File: src/sas_pkg.sv
`timescale 1ns / 1ps
// ----------------------------------------------------------------------------
// sas_pkg
// Shared types and codes of the segregation agent engine: request and
// response payloads, status codes, register indexes and default sizes.
// ----------------------------------------------------------------------------
package sas_pkg;

  // default sizes handed to the top level
  localparam int MAX_GRID_W_DEF = 256;
  localparam int MAX_GRID_H_DEF = 256;
  localparam int MAX_AGENTS_DEF = 65536;
  localparam int MAX_TEAMS_DEF  = 5;

  // configuration port
  localparam int CFG_IDX_W  = 2;
  localparam int CFG_DATA_W = 17;

  localparam logic [CFG_IDX_W-1:0] REG_GRID_W    = 2'd0;
  localparam logic [CFG_IDX_W-1:0] REG_GRID_H    = 2'd1;
  localparam logic [CFG_IDX_W-1:0] REG_RATE      = 2'd2;
  localparam logic [CFG_IDX_W-1:0] REG_AGENT_CNT = 2'd3;

  // register reset values
  localparam logic [8:0]  GRID_W_RST    = 9'd256;
  localparam logic [8:0]  GRID_H_RST    = 9'd256;
  localparam logic [8:0]  RATE_RST      = 9'd192;
  localparam logic [16:0] AGENT_CNT_RST = 17'd0;

  // request kinds
  localparam logic REQ_PLACE = 1'b0;
  localparam logic REQ_STEP  = 1'b1;

  // response status codes
  localparam logic [2:0] ST_PLACED = 3'd0;
  localparam logic [2:0] ST_STAYS  = 3'd1;
  localparam logic [2:0] ST_MOVED  = 3'd2;
  localparam logic [2:0] ST_RETRY  = 3'd3;
  localparam logic [2:0] ST_REJECT = 3'd4;

  // grid cell holding no agent
  localparam logic [2:0] CELL_EMPTY = 3'd7;

  typedef struct packed {
    logic        req_type;
    logic [15:0] agent_idx;
    logic [7:0]  pos_x;
    logic [7:0]  pos_y;
    logic [2:0]  team;
  } sas_req_t;

  typedef struct packed {
    logic [2:0] status;
    logic [3:0] neighbour_count;
    logic [3:0] friend_count;
    logic [7:0] agent_x;
    logic [7:0] agent_y;
  } sas_rsp_t;

endpackage

File: src/sas_nbr_unit.sv
`timescale 1ns / 1ps
// ----------------------------------------------------------------------------
// sas_nbr_unit
// Wrapped neighbour address unit: maps a neighbour index 0..7 and the agent
// position to the neighbour cell on the torus of the current size.
// ----------------------------------------------------------------------------
module sas_nbr_unit #(
  parameter int MAX_GRID_W = sas_pkg::MAX_GRID_W_DEF,
  parameter int MAX_GRID_H = sas_pkg::MAX_GRID_H_DEF,
  localparam int WB  = $clog2(MAX_GRID_W),
  localparam int HB  = $clog2(MAX_GRID_H),
  localparam int EWW = ($clog2(MAX_GRID_W + 1) > 9) ? $clog2(MAX_GRID_W + 1) : 9,
  localparam int EHW = ($clog2(MAX_GRID_H + 1) > 9) ? $clog2(MAX_GRID_H + 1) : 9
) (
  input  logic [2:0]     k_i,
  input  logic [WB-1:0]  ax_i,
  input  logic [HB-1:0]  ay_i,
  input  logic [EWW-1:0] w_i,
  input  logic [EHW-1:0] h_i,
  output logic [WB-1:0]  nx_o,
  output logic [HB-1:0]  ny_o
);

  localparam logic [1:0] OFF_M = 2'd0;
  localparam logic [1:0] OFF_Z = 2'd1;
  localparam logic [1:0] OFF_P = 2'd2;

  logic [1:0] dx, dy;

  // column step with wrap
  function automatic logic [WB-1:0] step_x(input logic [1:0] d, input logic [WB-1:0] a,
                                           input logic [EWW-1:0] w);
    logic [EWW-1:0] a_inc;
    logic [WB-1:0]  r;
    a_inc = EWW'(a) + EWW'(1);
    case (d)
      OFF_M:   r = (a == '0) ? WB'(w - EWW'(1)) : a - WB'(1);
      OFF_P:   r = (a_inc == w) ? '0 : WB'(a_inc);
      default: r = a;
    endcase
    return r;
  endfunction

  // row step with wrap
  function automatic logic [HB-1:0] step_y(input logic [1:0] d, input logic [HB-1:0] a,
                                           input logic [EHW-1:0] h);
    logic [EHW-1:0] a_inc;
    logic [HB-1:0]  r;
    a_inc = EHW'(a) + EHW'(1);
    case (d)
      OFF_M:   r = (a == '0) ? HB'(h - EHW'(1)) : a - HB'(1);
      OFF_P:   r = (a_inc == h) ? '0 : HB'(a_inc);
      default: r = a;
    endcase
    return r;
  endfunction

  // neighbour index to offsets, own cell skipped
  always_comb begin
    case (k_i)
      3'd0:    begin dx = OFF_M; dy = OFF_M; end
      3'd1:    begin dx = OFF_Z; dy = OFF_M; end
      3'd2:    begin dx = OFF_P; dy = OFF_M; end
      3'd3:    begin dx = OFF_M; dy = OFF_Z; end
      3'd4:    begin dx = OFF_P; dy = OFF_Z; end
      3'd5:    begin dx = OFF_M; dy = OFF_P; end
      3'd6:    begin dx = OFF_Z; dy = OFF_P; end
      default: begin dx = OFF_P; dy = OFF_P; end
    endcase
  end

  assign nx_o = step_x(dx, ax_i, w_i);
  assign ny_o = step_y(dy, ay_i, h_i);

endmodule

File: config.mk
export PLATFORM = sky130hd
export DESIGN_NAME = sas_nbr_unit
export DESIGN_NICKNAME = d
export VERILOG_FILES = /design/src/sas_pkg.sv /design/src/sas_nbr_unit.sv
export SDC_FILE = /design/constraint.sdc
export NUM_CORES = 1
export LEC_CHECK = 0
export BUFFER_PORTS_ARGS = -buffer_cell sky130_fd_sc_hd__buf_2
export CAP_MARGIN = 15
export CORE_MARGIN = 1.5
export CORE_UTILIZATION = 25
export DETAILED_ROUTE_END_ITERATION = 7
export SLEW_MARGIN = 20
export SYNTH_ARGS = -nofsm -noshare
export SYNTH_HDL_FRONTEND = slang
export SYNTH_SLANG_ARGS = --single-unit
File: constraint.sdc
create_clock -name vclk -period 10
set_input_delay 2 -clock vclk [all_inputs]
set_output_delay 2 -clock vclk [all_outputs]
set_load 0.1 [all_outputs]
==> metrics.txt <==
number of max-cap violations 0; CP Class primary input to output pin; I/O Buffers 53; Internal Power 0.03600 mW; GRT Overall Usage 14.44%; sequential fraction of the synthesis area 0%; period utilization 72.25%; crit path max-delay cell type nor2_1; Sequential Power Share 0%; placement-stage worst setup slack 2.832 ns; drt pass-1 iters 4; antenna cells 0; HP Start ax_i[0]; total area of sequential cells 0 sq um; unrepaired setup endpoints after global routing false; DRC 0; HP Class primary input to output pin; Multi-input gate area 1599 sq um; Static Leak 0.8078 nW; syn avg cell area 6.348 sq um; postcts setup bufs 0; Startpoint Class primary input; DRT Wirelength 5.536 mm; pwr dens 71.02 nW/um^2; Cells after Synth 273; Post-DRT Antenna Nets 0; gr ovfl total 0; worst-path fanout max 12; CORE AREA 6756 sq um; setup TNS 0 ns; Final Max Slew Viols 0; initial core utilization 25.65%; switching pwr 0.1078 mW; clock group share of total power 0%; vias in the first global route 1908; # hold bufs at CTS 0; setup ws final 2.775 ns; Final #Nets 354; slew at the pin closest to its max-slew limit 0.7713 ns; Rel. slew slack 48.58%; die height 86.26 um; fin cells 389; combinational share of power 100.0%; Synth cell types 50; # IOs 53; Net Sw Frac 74.96%; Post-DP HPWL 4.335 mm; final-layout clock buffer total 0; share of cells above drive strength 1 19.74%; Placed Cells 389; Placer Congestion 0.8534; row cnt 30; Fin. Hold Viols 0; antenna violations before repair 0; Setup violations, final 0; WL/cell 14.23 um; Worst setup EP type output pin; Via Count 2142; run status complete, no violations; post-layout min period 7.225 ns; PnR Total Power 0.1438 mW; Mapped Area 1733 sq um; largest net degree at the start of global routing 15; sequential cells 0; Fill cells 771; Die X 86.26 um; die area 7440 sq um; Ys Warns 0; area grow syn2layout 16.82%; CP arrival 5.22 ns; CP max stage delay 0.50 ns; CP required 8.00 ns; commonest cells after routing, fill and taps aside buf_2, nand2_1, nor2_1; first-pass GRT wire length 9.101 mm; fmax 0.1384 GHz; peak supply drop 54.79 uV; CTS resizes 0; Hold Slack 4.597 ns; commonest non-fill, non-tap cell in the layout buf_2; drt via density 5.506; cells along the critical path buf_2 -> inv_1 -> ha_1 -> nor3b_1 -> nand3b_1 -> nor2_1 -> mux2i_1 -> ha_1 -> nand2b_1 -> nor2_1 -> o21ai_1 -> nor3_1 -> a21oi_1 -> o221ai_1 -> buf_2; Setup crit start ay_i[0]; Net Count, Synth 316; DR iter-0 viols 49
==> path summary, 6_finish.rpt <==
kind / cells past startpoint / to
hold / removal: 4 / nx_o[0]
setup / recovery: 15 / ny_o[4]
==> cell usage after synthesis, types with 4 or more instances <==
library cell,instances,area [sq um]
nor3b_1,5,37.54
nor2_1,23,86.33
nand2_1,24,90.09
nand3_1,9,45.04
o21ai_0,10,50.05
xor2_1,9,78.83
ha_1,6,75.07
mux2i_1,8,80.08
o21a_1,4,30.03
nor4_1,5,31.28
a21oi_1,18,90.09
a31oi_1,6,37.54
nor3_1,18,90.09
xnor2_1,18,157.7
nand4_1,4,25.02
and3_1,9,56.30
inv_1,12,45.04
o21ai_1,8,40.04
o221ai_1,8,70.07
a211o_1,5,43.79
nand2b_1,6,37.54
clkbuf_1,15,56.30
==> through the flow <==
stage	area (sq um)	utilization, %
after detailed placement	2024	29.96
after floorplan	1733	-
after CTS	2024	29.96
after global routing	2024	29.96
final	2024	29.96
after global placement	2024	29.96
==> worst max-delay path: cells and delay by family <==
family / cells / cell delay, ns
AND/OR/NAND/NOR: 6 / 1.49
multiplexers: 1 / 0.31
adder cells (fa/ha/maj): 2 / 0.38
buffers and inverters: 3 / 0.72
AO/OA/AOI/OAI: 3 / 0.33
==> power by group through the flow <==
stage                     sequential, mW  clock [mW]  combinational, mW
after floorplan                        0           0              0.113
after global placement                 0           0              0.143
after detailed placement               0           0              0.143
after CTS                              0           0              0.144
after global routing                   0           0              0.153
final                                  0           0              0.144
==> cells by family after synthesis <==
logic type,after synthesis,synth area share [%]
xor gates and xnor gates,27,13.65
adders and majority gates,6,4.332
muxes,12,7.220
AOI/OAI and AO/OA,77,30.04
and+or+nand+nor,120,37.04
buffers and inverters,31,7.725
==> metal layers <==
metal  up-vias  routed length (um)  GRT usage, %  share of wire (%)
met4         0                   0             0                  0
met3         0                 231        0.3810                4.2
li1       1089                   -             -                  -
met2        55                2679         26.20                 48
met5         -                   0             0                  0
met1       998                2626         20.30                 47
==> cell type report <==
cell class         instances  share of cell area (%)
well taps                 80                   4.944
multi-input cells        242                   78.99
repair buffers            55                   13.84
inverters                 12                   2.225
Note: power is estimated with default switching activity, not from simulation.
